**src/hdl/bfu_pkg.sv**
```systemverilog
package bfu_pkg;

  // field and register widths
  localparam int FW        = 20;
  localparam int REG_W     = 11;
  localparam int CFG_IDX_W = 3;
  localparam int T_W       = 16;

  // datapath widths
  localparam int SUM_W = 32;
  localparam int MUL_A_W = 32;
  localparam int MUL_B_W = T_W + 1;
  localparam int DVD_W = 48;
  localparam int DVS_W = 24;
  localparam int SQ_W  = 42;
  localparam int SAT_W = 50;

  // register indexes
  localparam logic [CFG_IDX_W-1:0] REG_VISUAL_RANGE = 3'd0;
  localparam logic [CFG_IDX_W-1:0] REG_MIN_DISTANCE = 3'd1;
  localparam logic [CFG_IDX_W-1:0] REG_SPEED_LIMIT  = 3'd2;
  localparam logic [CFG_IDX_W-1:0] REG_TURN_FACTOR  = 3'd3;
  localparam logic [CFG_IDX_W-1:0] REG_EDGE_LOW     = 3'd4;
  localparam logic [CFG_IDX_W-1:0] REG_EDGE_RIGHT   = 3'd5;
  localparam logic [CFG_IDX_W-1:0] REG_EDGE_BOTTOM  = 3'd6;

  localparam logic [REG_W-1:0] RST_VISUAL_RANGE = 11'd75;
  localparam logic [REG_W-1:0] RST_MIN_DISTANCE = 11'd10;
  localparam logic [REG_W-1:0] RST_SPEED_LIMIT  = 11'd200;
  localparam logic [REG_W-1:0] RST_TURN_FACTOR  = 11'd15;
  localparam logic [REG_W-1:0] RST_EDGE_LOW     = 11'd68;
  localparam logic [REG_W-1:0] RST_EDGE_RIGHT   = 11'd781;
  localparam logic [REG_W-1:0] RST_EDGE_BOTTOM  = 11'd362;

  // opcodes
  localparam logic OP_LOAD   = 1'b0;
  localparam logic OP_UPDATE = 1'b1;

  // gain divisors: frame time scale times 1/gain
  localparam logic [DVS_W-1:0] COH_K = 24'd13107200;
  localparam logic [DVS_W-1:0] SEP_K = 24'd1310720;
  localparam logic [DVS_W-1:0] ALI_K = 24'd655360;

  localparam logic signed [SAT_W-1:0] SAT_HI = SAT_W'((64'sd1 <<< (FW - 1)) - 64'sd1);
  localparam logic signed [SAT_W-1:0] SAT_LO = -SAT_HI - SAT_W'(1);

  typedef logic signed [FW-1:0] fix_t;

  typedef struct packed {
    logic valid;
    fix_t px;
    fix_t py;
    fix_t vx;
    fix_t vy;
  } rec_t;

  typedef enum logic [4:0] {
    ST_IDLE,
    ST_FETCH,
    ST_SCAN,
    ST_DRAIN,
    ST_COH_AX,
    ST_COH_AY,
    ST_COH_MX,
    ST_COH_MY,
    ST_SEP_X,
    ST_SEP_Y,
    ST_ALI_AX,
    ST_ALI_AY,
    ST_ALI_X,
    ST_ALI_Y,
    ST_SQ_PREP,
    ST_SQRT,
    ST_LIM_X,
    ST_LIM_Y,
    ST_EDGE,
    ST_MOVE,
    ST_DONE
  } state_t;

  function automatic fix_t sat20(input logic signed [SAT_W-1:0] v);
    logic signed [SAT_W-1:0] c;
    c = v;
    if (v > SAT_HI) c = SAT_HI;
    if (v < SAT_LO) c = SAT_LO;
    return c[FW-1:0];
  endfunction

endpackage

```
**src/hdl/bfu_cell.sv**
```systemverilog
// One bird slot of the ring; shifts toward slot zero while shift_en is high.
module bfu_cell (
  input  logic          clk,
  input  logic          rst_n,
  input  logic          shift_en,
  input  logic          load_en,
  input  bfu_pkg::rec_t load_rec,
  input  bfu_pkg::rec_t prev_rec,
  output bfu_pkg::rec_t rec
);

  logic                valid_r;
  bfu_pkg::fix_t       px_r, py_r, vx_r, vy_r;

  always_ff @(posedge clk) begin
    if (!rst_n) begin
      valid_r <= 1'b0;
    end else if (load_en) begin
      valid_r <= load_rec.valid;
    end else if (shift_en) begin
      valid_r <= prev_rec.valid;
    end
  end

  always_ff @(posedge clk) begin
    if (load_en) begin
      px_r <= load_rec.px;
      py_r <= load_rec.py;
      vx_r <= load_rec.vx;
      vy_r <= load_rec.vy;
    end else if (shift_en) begin
      px_r <= prev_rec.px;
      py_r <= prev_rec.py;
      vx_r <= prev_rec.vx;
      vy_r <= prev_rec.vy;
    end
  end

  assign rec = '{valid: valid_r, px: px_r, py: py_r, vx: vx_r, vy: vy_r};

endmodule

```
**config.mk**
```make
export PLATFORM = sky130hd
export DESIGN_NAME = bfu_cell
export DESIGN_NICKNAME = d
export VERILOG_FILES = /design/src/hdl/bfu_pkg.sv /design/src/hdl/bfu_cell.sv
export SDC_FILE = /design/constraint.sdc
export NUM_CORES = 1
export LEC_CHECK = 0
export ABC_AREA = 1
export BUFFER_PORTS_ARGS = -buffer_cell sky130_fd_sc_hd__buf_2
export CAP_MARGIN = 20
export CORE_MARGIN = 2
export CORE_UTILIZATION = 30
export DETAILED_ROUTE_END_ITERATION = 6
export PLACE_DENSITY_LB_ADDON = 0.25
export SYNTH_ARGS = -nofsm -noshare
export SYNTH_HDL_FRONTEND = slang
export SYNTH_SLANG_ARGS = --single-unit
```
**constraint.sdc**
```tcl
create_clock -name clk -period 2.5 [get_ports clk]
set_clock_uncertainty 0.15 [all_clocks]
set_input_delay 0 -clock clk [delete_from_list [all_inputs] [get_ports clk]]
set_output_delay 0 -clock clk [all_outputs]
set_load 0.005 [all_outputs]
```
==> results of run 1 <==
==> logic make-up after synthesis <==
| group | Yosys count | synth area share [%] |
|---|---|---|
| flops | 81 | 68.5 |
| simple gates | 246 | 26.4 |
| buf+inv | 21 | 5.10 |
==> cell usage after synthesis <==
library cell / number
inv_1: 2
nor2_4: 1
clkbuf_8: 8
inv_2: 1
nand2_1: 243
edfxtp_1: 80
nand3_1: 2
buf_4: 1
dfxtp_1: 1
buf_2: 8
buf_6: 1
==> metrics by stage <==
step	instances	worst slack [ns]	utilization (%)	hold WS, ns
detailed placement	723	1.15	42.1	0.0519
global placement	723	1.17	42.1	0.0457
floorplan	348	0.188	-	-0.0524
==> results.cfg, run 1 <==
[clock_network]
cts_resized = 0
cts.sinks = 81
htree_num_levels = 3
cts_hold_buf = 150
clock-root-buffer = clkbuf_16
numCtsBuffers = 9
cts_setup_buffers = 0
clock_path_buffers = 2

[yosys]
ys_types = 11
synth-seq-cells = 81
avgSynthCellArea_um2 = 10.2
yosysSeqAreaShare_pct = 68.5
synth_cells = 348
synth_top_area_cell = edfxtp_1
syn_area_um2 = 3540
yosysTopAreaCellShare_pct = 67.9
synthTopCellsByArea = edfxtp_1 68%, nand2_1 26%, clkbuf_8 3.1%
yosysWarnings = 0
synth_nets = 514

[die]
pin_count = 247
die_w_um = 113
die_h_um = 113
initial_core_util_pct = 30.8
num_rows = 39

[outcome]
stop_stage = clock tree synthesis
status = did not finish
error = [ERROR RSZ-0060] Max buffer count reached.

[placement]
place_hpwl_mm = 6.86
port_buffers = 246
place_area_um2 = 4830
gp_congestion = 0.764
==> run 2: changes to the inputs <==
CORE_UTILIZATION = 20   (was 30)
PLACE_DENSITY_LB_ADDON = 0.15   (was 0.25)
==> run 2 against run 1 <==
  * The run now ends clean
  * Synthesized cell count unchanged
  * Area after synthesis unchanged
==> results.cfg, run 2 <==
[outcome]
status = complete, no violations

[timing]
fmax_ghz = 0.625
maxSlewViolCount = 0
slew_headroom_pct = 43.1
fin_tns_setup_ns = 0
rsz0062_at_grt = false
final.setup.worst_slack_ns = 0.900
period_needed_ns = 1.60
period_share_pct = 64.0
finalSetupViolCount = 0
worst_pin_slew_ns = 0.853
hold_viol_final = 0

[clock_network]
clock_path_buffers = 2
clock-root-buffer = clkbuf_16
clk_latency_ns = 0.33
cts_setup_buffers = 0
cts_resized = 0
cts.sinks = 81
cts_hold_buf = 162
numCtsBuffers = 9
cts_tree = yes
path_clk_slew_ns = 0.06
htree_num_levels = 3

[yosys]
synth_top_area_cell = edfxtp_1
synth.most_common_cell = nand2_1
synth_edf_count = 80
syn_area_um2 = 3540
synth-seq-cells = 81
synth_cells = 348
yosysSeqAreaShare_pct = 68.5
async_flop_share_pct = 0
yosysTopAreaCellShare_pct = 67.9
ys_types = 11
synth_nets = 514
yosys-top-cells-count = 243 x nand2_1, 80 x edfxtp_1, 8 x buf_2, 8 x clkbuf_8
avgSynthCellArea_um2 = 10.2
yosysWarnings = 0
synthTopCellsByArea = edfxtp_1 68%, nand2_1 26%, clkbuf_8 3.1%
synth_flop_cell = edfxtp_1

[setup_path]
cp_slowest_cell = buf_4
path_max_fanout = 80
crit_type = primary input to flip-flop
crit_required_ns = 2.55
crit_top_cell = nand2_1
max_stage_delay_ns = 0.62
cp_cell_sequence = buf_2, buf_4, nand2_1, nand2_1, dlygate4sd3_1
cp.arrival_ns = 1.65
worstSetupStartpointType = primary input
cp-end-kind = flip-flop
timing.critical_path.buf_inv = 3
critical_path.top_delay_family = buffers and inverters

[die]
initial_core_util_pct = 20.4
die_w_um = 137
dieArea_um2 = 18800
pin_count = 247
num_rows = 48
core_um2 = 17300
die_h_um = 137

[global_routing]
track_usage_pct = 11.8
grt_pass1_vias = 3768
grt_pass1_wl_mm = 17.3
grt_start_max_net_pins = 81
grt.overflow.total = 0
antenna_found_initial = 0

[final_layout]
area_growth_syn_to_layout_pct = 93.7
antenna_cells = 0
mostFrequentLayoutCell = buf_2
design_area_um2 = 6850
final_cell_mix = 246 x buf_2, 243 x nand2_1, 162 x dlygate4sd3_1, 80 x edfxtp_1, 9 x clkbuf_16
nNetsFinal = 918
drive_gt1_share_pct = 35.0

[placement]
gp_congestion = 0.697
place_area_um2 = 4920
dp_worst_setup_slack_ns = 1.11
place_hpwl_mm = 7.13
port_buffers = 246

[power]
power_density_nw_per_um2 = 557
total_power_w = 0.00382
peakVddDrop_mv = 0.284
leakage_nw = 3.41

[route]
detail_route.vias_per_cell = 3.91
detail_route.first_pass.iterations = 4
drt_iter0_markers = 113
vias = 3839
drt_wl_total_mm = 11.4
postRouteAntennaNets = 0
routedWlPerCell_um = 11.6
drc = 0

[hold_path]
hold_class = primary input to flip-flop

[job]
drv_cap = 0
## run 2: area by class of cell
class | count | area, um^2
inverter | 3 | 12.5
fill | 1760 | 10400
sequential | 81 | 2420
tap | 225 | 282
timing repair buffer | 411 | 2890
clock inverter | 6 | 82.6
multi-input combinational | 246 | 933
clock buffer | 10 | 229
## run 2: layer usage
metal | global-route usage [%] | part of all wire (%) | vias up
met5 | 0 | 0 | -
met4 | 3.55 | 1.6 | 0
met3 | 5.26 | 9.6 | 17
met2 | 22.0 | 52 | 159
met1 | 11.8 | 37 | 1743
li1 | - | - | 1920
## run 2: per-stage QoR
| stage | hold WS (ns) | utilization, % | std cells |
|---|---|---|---|
| after detailed placement | 0.0532 | 28.4 | 804 |
| final | 0.227 | 39.6 | 982 |
| after global placement | 0.0529 | 28.4 | 804 |
| after floorplan | -0.0524 | - | 348 |
| after global routing | 0.303 | 39.6 | 982 |
| after CTS | 0.277 | 39.6 | 982 |
## run 2: worst register-to-register path, stage by stage, from the launching register on
cell	delay [ns]
dfxtp_1	0.32
nand2_1	0.07
nand3_1	0.07
nand2_1	0.07
dlygate4sd3_1	0.54
inv_1	0.04
## run 2: cell families after synthesis
group	synth area share (%)
AND/OR/NAND/NOR	26.4
buffers and inverters	5.10
flip-flops	68.5
## run 2: worst paths after layout
path / start / end / slack [ns] / cells past startpoint
worst max-delay path: load_en / vx_r[6] / 0.90 / 5
worst min-delay path: shift_en / py_r[6] / 0.23 / 4
worst max register to register: valid_r / valid_r / 1.14 / 5
worst min register to register: valid_r / valid_r / 1.00 / 5
## run 2: power breakdown
part	total (W)	switching [W]	internal, W
Clock	0.00139	0.000524	0.000868
Combinational	0.000729	0.000288	0.000440
Sequential	0.00170	0.0000323	0.00166
(Power assumes the default switching activity.)
