$ cat config.mk
export PLATFORM = sky130hd
export DESIGN_NAME = bfu_div
export DESIGN_NICKNAME = d
export VERILOG_FILES = /design/src/hdl/bfu_pkg.sv /design/src/hdl/bfu_div.sv
export SDC_FILE = /design/constraint.sdc
export NUM_CORES = 1
export LEC_CHECK = 0
export BUFFER_PORTS_ARGS = -buffer_cell sky130_fd_sc_hd__buf_4
export CORE_ASPECT_RATIO = 0.8
export CORE_MARGIN = 2
export CORE_UTILIZATION = 25
export DETAILED_ROUTE_END_ITERATION = 10
export SYNTH_ARGS = -nofsm -noshare
export SYNTH_HDL_FRONTEND = slang
export SYNTH_SLANG_ARGS = --single-unit
$ cat constraint.sdc
create_clock -name clk -period 21.1 [get_ports clk]
set_input_delay 4.22 -clock clk [delete_from_list [all_inputs] [get_ports clk]]
set_output_delay 4.22 -clock clk [all_outputs]
set_load 0.01 [all_outputs]
$ cat src/hdl/bfu_pkg.sv
package bfu_pkg;

  // field and register widths
  localparam int FW        = 20;
  localparam int REG_W     = 11;
  localparam int CFG_IDX_W = 3;
  localparam int T_W       = 16;

  // datapath widths
  localparam int SUM_W = 32;
  localparam int MUL_A_W = 32;
  localparam int MUL_B_W = T_W + 1;
  localparam int DVD_W = 48;
  localparam int DVS_W = 24;
  localparam int SQ_W  = 42;
  localparam int SAT_W = 50;

  // register indexes
  localparam logic [CFG_IDX_W-1:0] REG_VISUAL_RANGE = 3'd0;
  localparam logic [CFG_IDX_W-1:0] REG_MIN_DISTANCE = 3'd1;
  localparam logic [CFG_IDX_W-1:0] REG_SPEED_LIMIT  = 3'd2;
  localparam logic [CFG_IDX_W-1:0] REG_TURN_FACTOR  = 3'd3;
  localparam logic [CFG_IDX_W-1:0] REG_EDGE_LOW     = 3'd4;
  localparam logic [CFG_IDX_W-1:0] REG_EDGE_RIGHT   = 3'd5;
  localparam logic [CFG_IDX_W-1:0] REG_EDGE_BOTTOM  = 3'd6;

  localparam logic [REG_W-1:0] RST_VISUAL_RANGE = 11'd75;
  localparam logic [REG_W-1:0] RST_MIN_DISTANCE = 11'd10;
  localparam logic [REG_W-1:0] RST_SPEED_LIMIT  = 11'd200;
  localparam logic [REG_W-1:0] RST_TURN_FACTOR  = 11'd15;
  localparam logic [REG_W-1:0] RST_EDGE_LOW     = 11'd68;
  localparam logic [REG_W-1:0] RST_EDGE_RIGHT   = 11'd781;
  localparam logic [REG_W-1:0] RST_EDGE_BOTTOM  = 11'd362;

  // opcodes
  localparam logic OP_LOAD   = 1'b0;
  localparam logic OP_UPDATE = 1'b1;

  // gain divisors: frame time scale times 1/gain
  localparam logic [DVS_W-1:0] COH_K = 24'd13107200;
  localparam logic [DVS_W-1:0] SEP_K = 24'd1310720;
  localparam logic [DVS_W-1:0] ALI_K = 24'd655360;

  localparam logic signed [SAT_W-1:0] SAT_HI = SAT_W'((64'sd1 <<< (FW - 1)) - 64'sd1);
  localparam logic signed [SAT_W-1:0] SAT_LO = -SAT_HI - SAT_W'(1);

  typedef logic signed [FW-1:0] fix_t;

  typedef struct packed {
    logic valid;
    fix_t px;
    fix_t py;
    fix_t vx;
    fix_t vy;
  } rec_t;

  typedef enum logic [4:0] {
    ST_IDLE,
    ST_FETCH,
    ST_SCAN,
    ST_DRAIN,
    ST_COH_AX,
    ST_COH_AY,
    ST_COH_MX,
    ST_COH_MY,
    ST_SEP_X,
    ST_SEP_Y,
    ST_ALI_AX,
    ST_ALI_AY,
    ST_ALI_X,
    ST_ALI_Y,
    ST_SQ_PREP,
    ST_SQRT,
    ST_LIM_X,
    ST_LIM_Y,
    ST_EDGE,
    ST_MOVE,
    ST_DONE
  } state_t;

  function automatic fix_t sat20(input logic signed [SAT_W-1:0] v);
    logic signed [SAT_W-1:0] c;
    c = v;
    if (v > SAT_HI) c = SAT_HI;
    if (v < SAT_LO) c = SAT_LO;
    return c[FW-1:0];
  endfunction

endpackage

$ cat src/hdl/bfu_div.sv
// Signed by unsigned divide, truncating toward zero; two quotient bits a cycle.
module bfu_div (
  input  logic                                clk,
  input  logic                                rst_n,
  input  logic                                start,
  input  logic signed [bfu_pkg::DVD_W-1:0]    dividend,
  input  logic        [bfu_pkg::DVS_W-1:0]    divisor,
  output logic                                done,
  output logic signed [bfu_pkg::DVD_W-1:0]    quotient
);

  localparam int DW   = bfu_pkg::DVD_W;
  localparam int SW   = bfu_pkg::DVS_W;
  localparam int N_IT = DW / 2;
  localparam int CW   = $clog2(N_IT);

  logic          busy_r, done_r, neg_r;
  logic [CW-1:0] cnt_r;
  logic [DW-1:0] num_r, num_s;
  logic [SW:0]   rem_r, rem_s;
  logic [SW-1:0] den_r;
  logic [DW-1:0] q_r;
  logic          last;

  always_comb begin
    num_s = num_r;
    rem_s = rem_r;
    for (int i = 0; i < 2; i++) begin
      rem_s = {rem_s[SW-1:0], num_s[DW-1]};
      num_s = {num_s[DW-2:0], 1'b0};
      if (rem_s >= {1'b0, den_r}) begin
        rem_s    = rem_s - {1'b0, den_r};
        num_s[0] = 1'b1;
      end
    end
  end

  assign last = busy_r && (cnt_r == CW'(N_IT - 1));

  always_ff @(posedge clk) begin
    if (!rst_n) begin
      busy_r <= 1'b0;
      done_r <= 1'b0;
      cnt_r  <= '0;
    end else begin
      done_r <= last;
      if (start) begin
        busy_r <= 1'b1;
        cnt_r  <= '0;
      end else if (last) begin
        busy_r <= 1'b0;
      end else if (busy_r) begin
        cnt_r <= cnt_r + CW'(1);
      end
    end
  end

  always_ff @(posedge clk) begin
    if (start) begin
      num_r <= dividend[DW-1] ? DW'(-dividend) : DW'(dividend);
      neg_r <= dividend[DW-1];
      rem_r <= '0;
      den_r <= divisor;
    end else if (busy_r) begin
      num_r <= num_s;
      rem_r <= rem_s;
      if (last) q_r <= neg_r ? DW'(-num_s) : num_s;
    end
  end

  assign done     = done_r;
  assign quotient = $signed(q_r);

endmodule

After elaboration in Yosys (flattened, before gate mapping) --
Cells that the tools add are included.
Storage, ports and cells: flip-flop bits (word level) 152, output and inout port bits 49, logic and storage cells 35
Cells by class: add/sub/neg operators 5, magnitude comparators 2, equal/unequal tests 1, mux-type cells 10, bitwise gates (word level) 3, reduce and logical (&&, ||, !) cells 6
Operators by type and width (number):
- $mux 48 | 4
- $neg 48->48 | 2
- $ge 25x24->1 | 2
- $mux 24 | 2
- $sub 24x24->24 | 2
- $add 5x1->5 const B | 1
- $eq 5x5->1 const B | 1
- $mux 1 | 4
- $reduce_bool 2->1 | 2
- $not 1->1 | 3
- $reduce_and 3->1 | 1
- $reduce_and 2->1 | 1
- $reduce_or 2->1 | 1
- $logic_and 1x1->1 | 1

Depth between registers and ports, before layout --
depth in word-level cells 6, mapped depth 30, depth with buffers taken out 28

Least setup slack after synthesis --
No wires, ideal clock.
path kind input -> register, start point input start, end point register q_r[0] (netlist: quotient[0]), enable pin, data arrival time 6865 ps, data required time 20647 ps, setup slack 13782 ps, stages on the path 4, buffers on the path 3, cells stage by stage clkbuf_1 -> clkbuf_1 -> clkbuf_1 -> nor2_1
Between the ends: cells in the longest elaborated chain, start to end 2
Ends and longest elaborated chain:
- from (decl) | RTL line bfu_div.sv:5 | input logic start,
- $not 1->1 (no line)
- $reduce_and 3->1 (no line)
- to (signal assigned) | RTL line bfu_div.sv:67 | if (last) q_r <= neg_r ? DW'(-num_s) : num_s;
- to (decl) | RTL line bfu_div.sv:22 | logic [DW-1:0] q_r;
No other way between the ends. A chain may end at the register's enable or synchronous reset.

Final worst setup path --
start point register den_r[10], end point register q_r[28] (netlist: quotient[28]), data pin
Between the ends: cells in the longest elaborated chain, start to end 6, elaborated cells between the ends (all ways) 8
Ends and longest elaborated chain:
- from (decl) | RTL line bfu_div.sv:21 | logic [SW-1:0] den_r;
- from (signal assigned) | RTL line bfu_div.sv:63 | den_r <= divisor;
- $sub 24x24->24 / $ge 25x24->1 (equally long branches) | RTL line bfu_div.sv:32, bfu_div.sv:31
- $mux 24 | RTL line bfu_div.sv:31 | if (rem_s >= {1'b0, den_r}) begin
- $ge 25x24->1 | RTL line bfu_div.sv:31
- $mux 1 | RTL line bfu_div.sv:31
- $neg 48->48 * | RTL line bfu_div.sv:67
- $mux 48 * | RTL line bfu_div.sv:67
Every way passes the cells marked *; elsewhere a longest branch is shown, timed or not.

==> flow_summary.json <==
{
  "hold_buffers": 0,
  "io_pins": 124,
  "grt-ovfl-total": 0,
  "clock_sinks": 152,
  "cts_resized": 0,
  "p_int_mw": 0.819,
  "finalPower_mw": 1.43,
  "grt_pass1_vias": 8092,
  "nNetsFinal": 1298,
  "synth_flop_cell": "edfxtp_1",
  "ff_latch_area_um2": 4250,
  "post-route-period-util": 0.404,
  "viasPerCell": 4.86,
  "ctsLongestPathBuffers": 2,
  "status": "finished, final reports clean",
  "coreArea_um2": 40400,
  "crit_fanout": 27,
  "initialDrtViolationCount": 658,
  "synth_area_um2": 10200,
  "die_h_um": 184,
  "routedWlPerCell_um": 16.3,
  "htreeDepth": 4,
  "grt.total_usage": 0.132,
  "die_x_um": 229,
  "clk_latency_ns": 0.43,
  "cts_setup_buffers": 0,
  "grt_pass1_wl_um": 44300,
  "finalNonFillerCells": 1728,
  "placed_cells": 1695,
  "ys_async_sr_fraction": 0,
  "vias": 8397,
  "dp_slack_ns": 12.67,
  "switchingPower_mw": 0.606,
  "synth_top_area_frac": 0.358,
  "numCtsBuffers": 17,
  "cts_tree": "built",
  "tns_ns": 0,
  "seqPwrFrac": 0.276,
  "final_antenna_net_count": 0,
  "syn_to_final_growth_pct": 20.7,
  "synth_area_leader_cell": "edfxtp_1",
  "finalClockSkew_ns": 0.0157,
  "synthCells": 1063,
  "p_comb_frac": 0.509,
  "switching_share": 0.425,
  "drtPass1Iterations": 5,
  "clockRootBuffer": "clkbuf_16",
  "crit_arrival_ns": 8.70,
  "end_kind": "flop",
  "wl_um": 28100,
  "peakVddDrop_v": 0.0000659,
  "antenna_found_initial": 1,
  "synth_edf_count": 121,
  "rsz0062_at_grt": "no",
  "gp_congestion": 0.894,
  "maxSlewHeadroom": 0.266,
  "dpl.hpwl_um": 21200,
  "period_needed_ns": 8.53,
  "port_buffers": 123,
  "synth_warnings": 0,
  "cts.clk_slew.worst_paths_ns": 0.07,
  "route.detailed.drc": 0,
  "multi_input_area_um2": 5560,
  "p_leak_nw": 4.66,
  "synthTopCellsByArea": "edfxtp_1 (36%), xnor2_1 (6.4%), ha_1 (6.3%), dfxtp_1 (6.1%), xor2_1 (4.4%)",
  "slew_violations": 0,
  "crit_required_ns": 21.27,
  "drive_gt1_frac": 0.174,
  "grt_max_degree": 94,
  "p_clk_frac": 0.216,
  "ys_ff_latch": 152,
  "rows": 66,
  "dieArea_um2": 42300,
  "hp-class": "flop to flop",
  "synth_cell_types": 63,
  "critPathLaunchType": "flop",
  "finalHoldViolCount": 0,
  "synth.yosys.seq_area_share": 0.419,
  "tightestPinTransition_ns": 1.10,
  "avgSynthCellArea_um2": 9.56,
  "syn-num-nets": 1191,
  "clock.fmax_ghz": 0.117,
  "initial_core_util": 0.252,
  "path_class": "flop to flop",
  "drv_cap": 0,
  "finalSetupViolCount": 0,
  "fin_ws_ns": 12.57,
  "nFillCells": 4142,
  "p_per_area_nw_per_um2": 116
}
worst max-delay path, cell delays in order (launching register included):
cell       delay [ns]
edfxtp_1         0.32
inv_1            0.05
ha_1             0.36
and3_1           0.24
nor3b_1          0.37
nand4b_1         0.22
a31oi_1          0.39
or2_2            0.65
mux2_2           0.43
ha_1             0.33
a21oi_1          0.18
a21oi_1          0.11
o31ai_1          0.53
nand3_1          0.24
and2_1           0.28
o21ai_0          0.46
o2111ai_2        0.20
inv_1            0.73
ha_1             0.32
nand2_1          0.08
or2_2            0.29
or3_1            0.40
nor2_1           0.24
nand2_1          0.27
o41ai_1          0.46
xnor2_1          0.11
power groups by stage:
stage | Combinational [mW] | Clock, mW | Sequential (mW)
floorplan | 0.548 | 0 | 0.390
global placement | 0.709 | 0 | 0.399
detailed placement | 0.712 | 0 | 0.399
CTS | 0.716 | 0.316 | 0.393
global route | 0.802 | 0.328 | 0.398
finish | 0.725 | 0.308 | 0.393
metal layers:
metal  up-vias  GRT usage  share of wire
li1       4157          -              -
met1      3992      0.186           0.49
met2       198      0.199           0.44
met3        50     0.0203          0.038
met4         0     0.0590          0.033
met5         -          0              0
cell usage in the layout (no fill, tap or decap), types with 11 or more instances in the layout:
master | netlist | final
a21o_1 | 17 | 17
a21oi_1 | 78 | 78
a311oi_1 | 16 | 16
buf_4 | 0 | 128
clkbuf_16 | 0 | 17
dfxtp_1 | 31 | 31
edfxtp_1 | 121 | 121
ha_1 | 51 | 51
inv_1 | 57 | 56
mux2_2 | 21 | 21
nand2_1 | 79 | 79
nand3_1 | 17 | 17
nand4_1 | 12 | 12
nor2_1 | 105 | 104
nor3_1 | 18 | 18
nor4_1 | 11 | 11
o21ai_0 | 65 | 65
o31ai_1 | 36 | 36
or3_1 | 19 | 19
xnor2_1 | 74 | 74
xor2_1 | 51 | 51
worst paths after layout:
check / from / depth (start not counted) / slack [ns] / to
max: den_r[10] / 25 / 12.57 / quotient[28]
min: rem_r[11] / 2 / 0.49 / rem_r[11]
max reg2reg: den_r[10] / 25 / 12.57 / quotient[28]
min reg2reg: rem_r[11] / 2 / 0.49 / rem_r[11]
Yosys cell counts (all sizes together), types with 10 or more instances:
| library cell | count |
|---|---|
| edfxtp | 121 |
| nor2 | 105 |
| nand2 | 79 |
| a21oi | 78 |
| xnor2 | 74 |
| o21ai | 65 |
| inv | 57 |
| ha | 51 |
| xor2 | 51 |
| o31ai | 37 |
| clkbuf | 36 |
| dfxtp | 31 |
| mux2 | 21 |
| or3 | 21 |
| nor3 | 19 |
| nand3 | 18 |
| a21o | 17 |
| a311oi | 16 |
| nand4 | 13 |
| o41ai | 12 |
| or4 | 12 |
| nor4 | 11 |
| nand2b | 10 |
| nor2b | 10 |
cell families after synthesis:
group           count (synthesis)  synth area share
compound gates                285             0.184
xor+xnor                      125             0.108
fa+ha+maj                      53            0.0667
buf+inv                        97            0.0358
flops                         152             0.419
mux                            28            0.0302
simple gates                  323             0.157
state kept, by name (all words and copies together), names as in the netlist:
| name | cells |
|---|---|
| rem_r | 24 |
| den_r | 24 |
| busy_r | 1 |
| done | 1 |
| neg_r | 1 |
| quotient | 48 |
| cnt_r | 5 |
| num_r | 48 |
cell type report:
cell class | count | area share
inverters | 57 | 0.0174
clock buffers | 17 | 0.0347
flip-flops and latches | 152 | 0.347
well taps | 544 | 0.0555
diodes | 1 | 0.000204
multi-input cells | 814 | 0.453
repair buffers | 128 | 0.0783
clock inverters | 15 | 0.0143
through the flow:
stage	hold slack [ns]	util	instance area [µm²]
global route	0.521	0.304	12300
CTS	0.492	0.304	12300
finish	0.492	0.304	12300
detailed placement	0.479	0.289	11700
global placement	0.480	0.289	11700
floorplan	0.449	-	10200
(Power assumes the default switching activity.)
