**config.mk**
```make
export PLATFORM = sky130hd
export DESIGN_NAME = bfu_sqrt
export DESIGN_NICKNAME = d
export VERILOG_FILES = /design/src/hdl/bfu_pkg.sv /design/src/hdl/bfu_sqrt.sv
export SDC_FILE = /design/constraint.sdc
export NUM_CORES = 1
export LEC_CHECK = 0
export BUFFER_PORTS_ARGS = -buffer_cell sky130_fd_sc_hd__buf_4
export CORE_MARGIN = 5
export CORE_UTILIZATION = 50
export DETAILED_ROUTE_END_ITERATION = 8
export PLACE_DENSITY = 0.71
export SLEW_MARGIN = 30
export SYNTH_ARGS = -nofsm -noshare
export SYNTH_HDL_FRONTEND = slang
export SYNTH_SLANG_ARGS = --single-unit
```
**constraint.sdc**
```tcl
create_clock -name clk -period 2.85 [get_ports clk]
set_clock_uncertainty 0.2 [all_clocks]
set_input_delay 0.4275 -clock clk [delete_from_list [all_inputs] [get_ports clk]]
set_output_delay 0.4275 -clock clk [all_outputs]
set_load 0.02 [all_outputs]
```
**src/hdl/bfu_pkg.sv**
```systemverilog
package bfu_pkg;

  // field and register widths
  localparam int FW        = 20;
  localparam int REG_W     = 11;
  localparam int CFG_IDX_W = 3;
  localparam int T_W       = 16;

  // datapath widths
  localparam int SUM_W = 32;
  localparam int MUL_A_W = 32;
  localparam int MUL_B_W = T_W + 1;
  localparam int DVD_W = 48;
  localparam int DVS_W = 24;
  localparam int SQ_W  = 42;
  localparam int SAT_W = 50;

  // register indexes
  localparam logic [CFG_IDX_W-1:0] REG_VISUAL_RANGE = 3'd0;
  localparam logic [CFG_IDX_W-1:0] REG_MIN_DISTANCE = 3'd1;
  localparam logic [CFG_IDX_W-1:0] REG_SPEED_LIMIT  = 3'd2;
  localparam logic [CFG_IDX_W-1:0] REG_TURN_FACTOR  = 3'd3;
  localparam logic [CFG_IDX_W-1:0] REG_EDGE_LOW     = 3'd4;
  localparam logic [CFG_IDX_W-1:0] REG_EDGE_RIGHT   = 3'd5;
  localparam logic [CFG_IDX_W-1:0] REG_EDGE_BOTTOM  = 3'd6;

  localparam logic [REG_W-1:0] RST_VISUAL_RANGE = 11'd75;
  localparam logic [REG_W-1:0] RST_MIN_DISTANCE = 11'd10;
  localparam logic [REG_W-1:0] RST_SPEED_LIMIT  = 11'd200;
  localparam logic [REG_W-1:0] RST_TURN_FACTOR  = 11'd15;
  localparam logic [REG_W-1:0] RST_EDGE_LOW     = 11'd68;
  localparam logic [REG_W-1:0] RST_EDGE_RIGHT   = 11'd781;
  localparam logic [REG_W-1:0] RST_EDGE_BOTTOM  = 11'd362;

  // opcodes
  localparam logic OP_LOAD   = 1'b0;
  localparam logic OP_UPDATE = 1'b1;

  // gain divisors: frame time scale times 1/gain
  localparam logic [DVS_W-1:0] COH_K = 24'd13107200;
  localparam logic [DVS_W-1:0] SEP_K = 24'd1310720;
  localparam logic [DVS_W-1:0] ALI_K = 24'd655360;

  localparam logic signed [SAT_W-1:0] SAT_HI = SAT_W'((64'sd1 <<< (FW - 1)) - 64'sd1);
  localparam logic signed [SAT_W-1:0] SAT_LO = -SAT_HI - SAT_W'(1);

  typedef logic signed [FW-1:0] fix_t;

  typedef struct packed {
    logic valid;
    fix_t px;
    fix_t py;
    fix_t vx;
    fix_t vy;
  } rec_t;

  typedef enum logic [4:0] {
    ST_IDLE,
    ST_FETCH,
    ST_SCAN,
    ST_DRAIN,
    ST_COH_AX,
    ST_COH_AY,
    ST_COH_MX,
    ST_COH_MY,
    ST_SEP_X,
    ST_SEP_Y,
    ST_ALI_AX,
    ST_ALI_AY,
    ST_ALI_X,
    ST_ALI_Y,
    ST_SQ_PREP,
    ST_SQRT,
    ST_LIM_X,
    ST_LIM_Y,
    ST_EDGE,
    ST_MOVE,
    ST_DONE
  } state_t;

  function automatic fix_t sat20(input logic signed [SAT_W-1:0] v);
    logic signed [SAT_W-1:0] c;
    c = v;
    if (v > SAT_HI) c = SAT_HI;
    if (v < SAT_LO) c = SAT_LO;
    return c[FW-1:0];
  endfunction

endpackage

```
**src/hdl/bfu_sqrt.sv**
```systemverilog
// Integer square root, one root bit a cycle.
module bfu_sqrt (
  input  logic                        clk,
  input  logic                        rst_n,
  input  logic                        start,
  input  logic [bfu_pkg::SQ_W-1:0]    radicand,
  output logic                        done,
  output logic [bfu_pkg::SQ_W/2-1:0]  root
);

  localparam int XW = bfu_pkg::SQ_W;
  localparam int RW = XW / 2;
  localparam int CW = $clog2(RW);

  logic          busy_r, done_r;
  logic [CW-1:0] cnt_r;
  logic [XW-1:0] x_r;
  logic [RW+2:0] rem_r, rem_s, trial;
  logic [RW-1:0] root_r, root_s;
  logic          last;

  always_comb begin
    rem_s  = {rem_r[RW:0], x_r[XW-1:XW-2]};
    trial  = {1'b0, root_r, 2'b01};
    root_s = {root_r[RW-2:0], 1'b0};
    if (rem_s >= trial) begin
      rem_s     = rem_s - trial;
      root_s[0] = 1'b1;
    end
  end

  assign last = busy_r && (cnt_r == CW'(RW - 1));

  always_ff @(posedge clk) begin
    if (!rst_n) begin
      busy_r <= 1'b0;
      done_r <= 1'b0;
      cnt_r  <= '0;
    end else begin
      done_r <= last;
      if (start) begin
        busy_r <= 1'b1;
        cnt_r  <= '0;
      end else if (last) begin
        busy_r <= 1'b0;
      end else if (busy_r) begin
        cnt_r <= cnt_r + CW'(1);
      end
    end
  end

  always_ff @(posedge clk) begin
    if (start) begin
      x_r    <= radicand;
      rem_r  <= '0;
      root_r <= '0;
    end else if (busy_r) begin
      x_r    <= {x_r[XW-3:0], 2'b00};
      rem_r  <= rem_s;
      root_r <= root_s;
    end
  end

  assign done = done_r;
  assign root = root_r;

endmodule

```
Word level (Yosys, flattened, before mapping)
Cells that the tools add are included.
- register bits after elaboration: 92
- input bits: 45
- output and inout port bits: 22
- $add $sub $neg: 2
- order comparisons: 1
- eq/ne operators: 1
- muxes and demuxes: 6
- bitwise logic cells: 2
- reductions and logical operators: 5
- operator list (kind ; count):
    $mux 42 ; 2
    $ge 24x23->1 ; 1
    $mux 22 ; 1
    $sub 22x22->22 ; 1
    $add 5x1->5 const B ; 1
    $eq 5x5->1 const B ; 1
    $reduce_bool 2->1 ; 2
    $mux 1 ; 3
    $not 1->1 ; 2
    $reduce_and 2->1 ; 1
    $reduce_or 2->1 ; 1
    $logic_and 1x1->1 ; 1

Logic depth before layout (Yosys ltp)
Gate-level depths: netlist (run 1).
- depth after elaboration: 4
- gate-level depth with buffers: 11
- mapped depth without buffers: 9

Worst setup path before layout (run 1)
No wires, ideal clock.
- kind: reg-to-reg
- start point: register root_r[0] (netlist: root[0])
- end point: register rem_r[21]
- library setup time: 147 ps
- arrival time: 2050 ps
- setup slack: 453 ps
- stages on the path, launching flop included: 10
- buffers on the path: 0
- period minus slack after synthesis: 2397 ps
- path through: dfxtp_1 > inv_1 > ha_1 > o211ai_1 > o21ai_2 > o2111ai_2 > o31ai_2 > or4_1 > a311oi_1 > a311oi_1
- word-level cells in the longest chain between the ends: 2
- ends and longest elaborated chain (what ; RTL line ; source):
    from (decl) ; bfu_sqrt.sv:19 ; logic [RW-1:0] root_r, root_s;
    from (signal assigned) ; bfu_sqrt.sv:60 ; root_r <= root_s;
    $sub 22x22->22 / $ge 24x23->1 (equally long branches) ; bfu_sqrt.sv:27, bfu_sqrt.sv:26 ;
    $mux 22 (*) ; bfu_sqrt.sv:26 ; if (rem_s >= trial) begin
    to (signal assigned) ; bfu_sqrt.sv:59 ; rem_r <= rem_s;
    to (decl) ; bfu_sqrt.sv:18 ; logic [RW+2:0] rem_r, rem_s, trial;
Mark *: on every way between the ends. The rest lies on a longest branch, timed or not.
A chain may end at the register's enable or synchronous reset.

Worst setup path after layout (run 1)
- start point: register root_r[1] (netlist: root[1])
- end point: register rem_r[13]
Same word-level chain as after synthesis.

==> impl_results.md, run 1 <==
- N_diodes: 0
- Type of origin of the critical path: flip-flop
- Most frequent cells in the layout: buf_4 (72), nor2_1 (57), dfxtp_1 (49), edfxtp_1 (42), mux2_2 (40)
- Post-Syn Area: about 0.0051 mm2
- Root Driver: clkbuf_8
- Final setup margin: between 200 and 250 ps
- Layout area overhead: 13.8%
- Vias per cell: ~5.4
- Routed length per instance: between 10 and 15 um
- CTS Buffer Depth: 2
- DRT Pass-1 Iters: 4
- NumNets Final: slightly above 600
- Kind of end point of the critical path: flip-flop
- I/O pin count: 67
- Final critical-path share of the clock period: roughly 93%
- Clock latency on the worst-skew pair: about 360 ps
- Synth Flop Type: dfxtp_1
- CP Data Arrival Time: around 2700 ps
- Final instance area: around 0.0058 mm2
- Routability cong.: about 0.85
- Port Buffers: 66
- Chip Height: 111 um
- DP Worst Slack: 200 ps
- Worst slew margin: 64.5%
- EDFF count, synth: 42
- Seq cells post-synth: 92
- Clock Pin Slew Worst Setup and Hold Paths: about 100 ps
- Syn Nets: around 560
- Mapped Cells: between 400 and 500
- CTS tree: done
- Status: finished clean
- Crit Path Max Fanout: 4
- Critical path class: flip-flop to flip-flop
- # DRC: 0
- WP data required: between 2000 and 3000 ps
- Drt initial violations: roughly 180
- Fill count: around 900
- Die outline area: roughly 0.012 mm2
- Setup violations, final: 0
- Final ANT Viol Nets: 0
- DP Area: between 0.005 and 0.006 mm2
- Max incr delay on CP: around 430 ps
- Antenna violations before repair: 0
- Largest net degree at the start of global routing: between 40 and 50
- Synth unique cells: 52
- FMAX: approximately 380 MHz
- Hold Startpoint: rst_n
- Commonest non-fill, non-tap cell in the layout: buf_4
- Max-cap viol count: 0
- Core area: ~0.0098 mm2
- Initial core utilization: around half
- Total wire length: approximately 9800 um
- DPL Wire Length: roughly 7300 um
- Vias in the first global route: between 3k and 4k
- Share of cells above drive strength 1: 26.2%
- Grt ovf: 0
- Die Width: approximately 110 um
- TNS Setup: 0 ps
- Critical Path Start: root[1]$_SDFFE_PP0P_
- H-Tree Depth: 3
- Worst vdd ir: 0.000565 V
- Final worst path period need: 2640 ps
- Post-synth ARST share: 0%
- Avg Cell Area, Syn: between 10 and 15 um2
- Final Hold Fails: 0
- Worst hold path class: input port to flip-flop
- Worst slew pin tran: roughly 530 ps
- Pleak: 0.00231 uW
- Worst reg2reg startpoint: root[1]$_SDFFE_PP0P_
- Synth warn: 0
- RSZ-0062 raised after global routing: false
- All-layer global routing usage: between 15 and 20%
- PwrDens: 942 mW/mm2
- Seq/Total Area, Yosys: 44.6%
- Worst hold slack: roughly 90 ps
- Global-route wire length before repair: roughly 17000 um
- CTS sink cnt: 92
- Placed Cells: 656
- Critical path's slowest cell: o31ai_2
- Row Count: 36
- Cell Chain, Critical Path: inv_1, ha_1, o211ai_1, o21ai_2, o2111ai_2, o31ai_2, xor2_1, mux2i_1, a211oi_2
- CTS Buf Count: 9
- Vias: ~3.6k
- Post-route insts no fill: 672
- Max Slew Vio Count: 0
stage by stage:
stage / total power, uW / util, %
floorplan: 3900 / -
CTS: 5450 / 58.7
finish: 5440 / 58.8
detailed placement: 4480 / 56.5
global placement: 4450 / 56.5
global route: 5850 / 58.8
kinds of logic (layout without fill, tap and decap cells):
family	count (synthesis)	after routing	synth area share (%)
and+or+nand+nor	114	114	10.1
AOI/OAI and AO/OA	96	96	13.3
adders and majority gates	25	25	6.17
buffers and inverters	73	120	7.21
DFF	92	92	44.6
muxes	71	71	15.0
xor gates and xnor gates	21	21	3.63
metal layers:
metal  GRT usage (%)  vias to the layer above  part of all wire, %
met4            5.34                        0                  1.9
met5               0                        -                    0
li1                -                     1823                    -
met2            27.1                       74                   49
met3            5.51                       16                  5.6
met1            19.3                     1707                   44
final timing paths:
check,cells past startpoint,endpoint,slack (ps)
min,2,busy_r$_SDFFE_PN0P_,90
max reg2reg,9,rem_r[13]$_SDFFE_PP0P_,210
min reg2reg,2,rem_r[20]$_SDFFE_PP0P_,280
max,9,rem_r[13]$_SDFFE_PP0P_,210
sequential cells by signal, indices dropped and copies added, names as in the netlist:
| signal | cells |
|---|---|
| x_r | 42 |
| root | 21 |
| cnt_r | 5 |
| rem_r | 22 |
| done | 1 |
| busy_r | 1 |
layout make-up:
cell class                      count  area [um2]  area share [%]
Clock inverter                      6        76.3            1.32
Inverter                           31         116            2.02
Timing Repair Buffer               73         561            9.72
Sequential cell                    92        2260            39.2
Clock buffer                       10         138            2.39
Multi-Input combinational cell    327        2450            42.4
Tap cell                          133         166            2.88
synth_stat cells (5+ instances only):
cell type,count,area share (%)
nand2b_1,6,0.74
xor2_1,13,2.2
o21a_1,5,0.74
dfxtp_1,50,20
o31ai_1,5,0.74
o21ai_1,5,0.49
xnor2_1,8,1.4
buf_4,21,3.1
mux2i_1,31,6.1
nor3_1,5,0.49
mux2_2,40,8.9
ha_1,25,6.2
a21oi_1,25,2.5
edfxtp_1,42,25
o21ai_0,9,0.89
nand2_1,23,1.7
inv_1,31,2.3
a32oi_1,5,0.86
clkbuf_1,12,0.89
a211oi_1,13,1.9
a31oi_1,5,0.62
nor2_1,57,4.2
power by group:
part | switching (uW) | leakage [uW] | internal, uW
Sequential | 118 | 0.000831 | 1570
Clock | 493 | 0.000110 | 449
Combinational | 1560 | 0.00137 | 1250
critical path, delay by kind of cell, from the launching register on:
family | cells | cell delay, ps
AO/OA/AOI/OAI | 5 | 1190
flip-flops | 1 | 400
adder cells (fa/ha/maj) | 1 | 340
XOR/XNOR | 1 | 260
multiplexers | 1 | 120
buffers and inverters | 1 | 60
repair_timing:
action                                  CTS  global route
buffers inserted                          0             0
endpoints found under the setup margin    0             1
hold buffers                              0             0
resized for setup                         0             2
Note: power is estimated with default switching activity, not from simulation.
==> run 2, diff against run 1 <==
Settings changed: ABC_AREA set to 1, PLACE_DENSITY 0.71 to 0.7.
==> run 2 against run 1 <==
  * Synthesized area grew 5.7%
  * Highest routed layer unchanged
  * Via count increased by 24%
  * Critical endpoint is now rem_r[15]$_SDFFE_PP0P_
  * Synthesized cell count increased by 48%
  * Utilization down 0.51 points
  * Cell count rose by 36%
  * Routed wire length rose by 19%
  * Worst hold slack improved by 21 ps
  * Largest power group unchanged
  * Clock-buffer cell count fell by 1
==> impl_results.md, run 2 <==
- Combinational group share of total power: 63.5% (+12 points)
- Clock Pin Slew Worst Setup and Hold Paths: 100 ps (about the same)
- Setup violations, final: 0 (unchanged)
- Routed length per instance: 12.8 um (-12%)
- Synth cell count leaders: nand2_1 (265), inv_1 (96), dfxtp_1 (50)
- Chip Height: 113 um (+2.5%)
- CTS Buffer Depth: 2 (unchanged)
- Final setup margin: 337 ps (+131 ps)
- Sw frac: 50.3% (+10 points)
- Synth Flop Type: dfxtp_1
- DP Worst Slack: 365 ps (+165 ps)
- Synth top area share: 23.6% (-1.3 points)
- Antenna violations before repair: 0 (unchanged)
- Initial core utilization: 51.6% (about the same)
- Largest net degree at the start of global routing: 36 (-16%)
- Clock latency on the worst-skew pair: 370 ps (about the same)
- DRT Pass-1 Iters: 5 (+1)
- Critical path class: flip-flop to flip-flop
- Final worst path period need: 2510 ps (-131 ps)
- Min-Delay Endpoint: x_r[1]$_SDFFCE_PN0P_
- Synth unique cells: 39 (-25%)
- Register share of total power: 23.9% (-7.2 points)
- Total Power Consumption: 7120 uW (+31%)
- Vias in the first global route: 4451 (+25%)
- Power share of the clock group: 12.7% (-4.6 points)
- Top reg by flops: x_r
- Switching Power: 3580 uW (+65%)
- Vias: 4498 (+24%)
- DPL Wire Length: 8780 um (+20%)
- Final critical-path share of the clock period: 88.2% (-4.6 points)
- Row Count: 37 (+2.8%)
- Port Buffers: 66 (unchanged)
- Most frequent cells in the layout: nand2_1 (265), inv_1 (95), buf_4 (70), dfxtp_1 (50), nand3_1 (45)
- Ranking of synthesized cells by area: edfxtp_1 (24%), dfxtp_1 (19%), nand2_1 (19%), inv_1 (6.7%), ha_1 (5.8%)
- RSZ-0062 raised after global routing: false
- Post-Syn Area: 0.00536 mm2 (+5.7%)
- H-Tree Depth: 3 (unchanged)
- Worst reg2reg startpoint: root[10]$_SDFFE_PP0P_
- Die Width: 113 um (+2.5%)
- Worst slew margin: 61.6% (-2.8 points)
- Kind of end point of the critical path: flip-flop
- I/O pin count: 67 (unchanged)
- CTS sink cnt: 92 (unchanged)
- Pleak: 0.00300 uW (+30%)
- EDFF count, synth: 42 (unchanged)
- Fill count: 994 (+11%)
- Worst vdd ir: 0.00143 V (+150%)
- Root Driver: clkbuf_8
- TNS Setup: 0 ps (unchanged)
- Max Slew Vio Count: 0 (unchanged)
- NumNets Final: 842 (+39%)
- Total wire length: 11700 um (+19%)
- Reg2reg setup slack: 340 ps (+130 ps)
- Final Hold Fails: 0 (unchanged)
- Core area: 0.0104 mm2 (+5.6%)
- N_diodes: 0 (unchanged)
- Post-synth ARST share: 0% (unchanged)
- Layout area overhead: 12.8%
- Routability cong.: 0.909 (+7.4%)
- WP data required: 2960 ps (+30 ps)
- Status: finished clean
- Worst slew pin tran: 575 ps (+41.9 ps)
- Avg Cell Area, Syn: 7.36 um2 (-29%)
- Max-cap viol count: 0 (unchanged)
- CTS Hold Bufs: 0 (unchanged)
- CTS Buf Count: 9 (unchanged)
- Reg2reg end: rem_r[15]$_SDFFE_PP0P_
- Worst hold path class: input port to flip-flop
- Drt initial violations: 220 (+20%)
- Final ANT Viol Nets: 0 (unchanged)
- Crit Path Max Fanout: 28 (+24)
- Internal: 3530 uW (+8.2%)
- Post-synth top area cell: edfxtp_1
- FMAX: 398 MHz (+5.2%)
- # DRC: 0 (unchanged)
- PwrDens: 1180 mW/mm2 (+25%)
- All-layer global routing usage: 19.1% (+3.0 points)
- Commonest non-fill, non-tap cell in the layout: nand2_1
- CTS tree: done
- Synth warn: 0 (unchanged)
- Most numerous cell in the Yosys netlist: nand2_1
- Hold Startpoint: radicand[1]
- Seq/Total Area, Yosys: 42.2% (-2.4 points)
- R2R cell count: 11 (+2)
- Die outline area: 0.0129 mm2 (+5.1%)
- Grt ovf: 0 (unchanged)
- Type of origin of the critical path: flip-flop
- Syn Nets: 798 (+42%)
- CP Data Arrival Time: 2620 ps (-110 ps)
- Post-cts sizing count: 0 (unchanged)
- Postcts setup bufs: 0 (unchanged)
- Share of cells above drive strength 1: 15.6% (-11 points)
- Seq cells post-synth: 92 (unchanged)
- Hold Crit Depth: 3 (+1)
- Max reg flops: 42 (unchanged)
- Mapped Cells: 728 (+48%)
- Global-route wire length before repair: 20200 um (+22%)
- Vias per cell: 4.93 (-8.5%)
==> run 2: cell types whose count changed after synthesis, moves of 6 or more <==
cell / delta
a211oi_1: -12
mux2i_1: -31
inv_2: +6
inv_1: +65
mux2_2: -40
nand3_1: +42
o22ai_1: +18
nand2_1: +242
nand2b_1: -6
o21ai_1: +8
nor2_1: -20
xor2_1: -9
nand2_2: +13
==> run 2: power by group through the flow <==
stage          sequential (uW)  clock, uW  combinational [uW]
4_1_cts                   1700        925                4520
3_5_place_dp              1730          0                4500
3_3_place_gp              1720          0                4420
5_1_grt                   1720        978                5170
2_1_floorplan             1690          0                3750
6_report                  1700        904                4520
==> run 2: worst max path at each step <==
stage	end	slack [ps]	startpoint
2_1_floorplan	x_r[0]$_SDFFCE_PN0P_	690	start
3_3_place_gp	rem_r[15]$_SDFFE_PP0P_	370	root[10]$_SDFFE_PP0P_
3_5_place_dp	rem_r[14]$_SDFFE_PP0P_	360	start
4_1_cts	rem_r[15]$_SDFFE_PP0P_	340	root[10]$_SDFFE_PP0P_
5_1_grt	rem_r[14]$_SDFFE_PP0P_	40	root[13]$_SDFFE_PP0P_
6_report	rem_r[15]$_SDFFE_PP0P_	340	root[10]$_SDFFE_PP0P_
==> run 2: through the flow <==
stage / cell area, um2 / utilization (%) / cells / hold WS [ps]
global route: 6040 / 58.2 / 913 / 97.1
CTS: 6040 / 58.2 / 913 / 101
finish: 6040 / 58.2 / 913 / 111
detailed placement: 5840 / 56.3 / 897 / 266
global placement: 5840 / 56.3 / 897 / 255
floorplan: 5360 / - / 728 / 230
==> run 2: cell families (layout without fill, tap and decap cells) <==
group,count (synthesis),in the layout,share of synthesized area [%]
simple gates,384,384,30.3
buf+inv,143,192,12.0
flops,92,92,42.2
compound gates,76,76,8.36
fa+ha+maj,25,25,5.84
xor+xnor,8,8,1.31
==> run 2: final cells by class <==
class	count	area [um2]	area share (%)
multi-input cells	493	2450	40.6
clock inverters	7	72.6	1.20
inverters	104	390	6.46
flip-flops and latches	92	2260	37.5
repair buffers	72	566	9.36
well taps	136	170	2.82
clock buffers	9	124	2.05
==> run 2: critical path: stages, from the launching register on <==
cell and delay (ps):
dfxtp_1 410, inv_1 120, ha_1 370, nand2_1 170
nor2_2 60, nand2_2 70, nor2_1 40, nand2_1 110
nand4_4 400, nand3_1 240, nand3_1 130, o21ai_1 110
==> run 2: per-layer routing <==
layer	vias to the layer above	global-route usage, %	share of wire, %
met5	-	0	0
met4	0	6.97	2.1
met3	23	3.02	5.6
met2	115	31.1	46
met1	1970	25.7	46
li1	2390	-	-
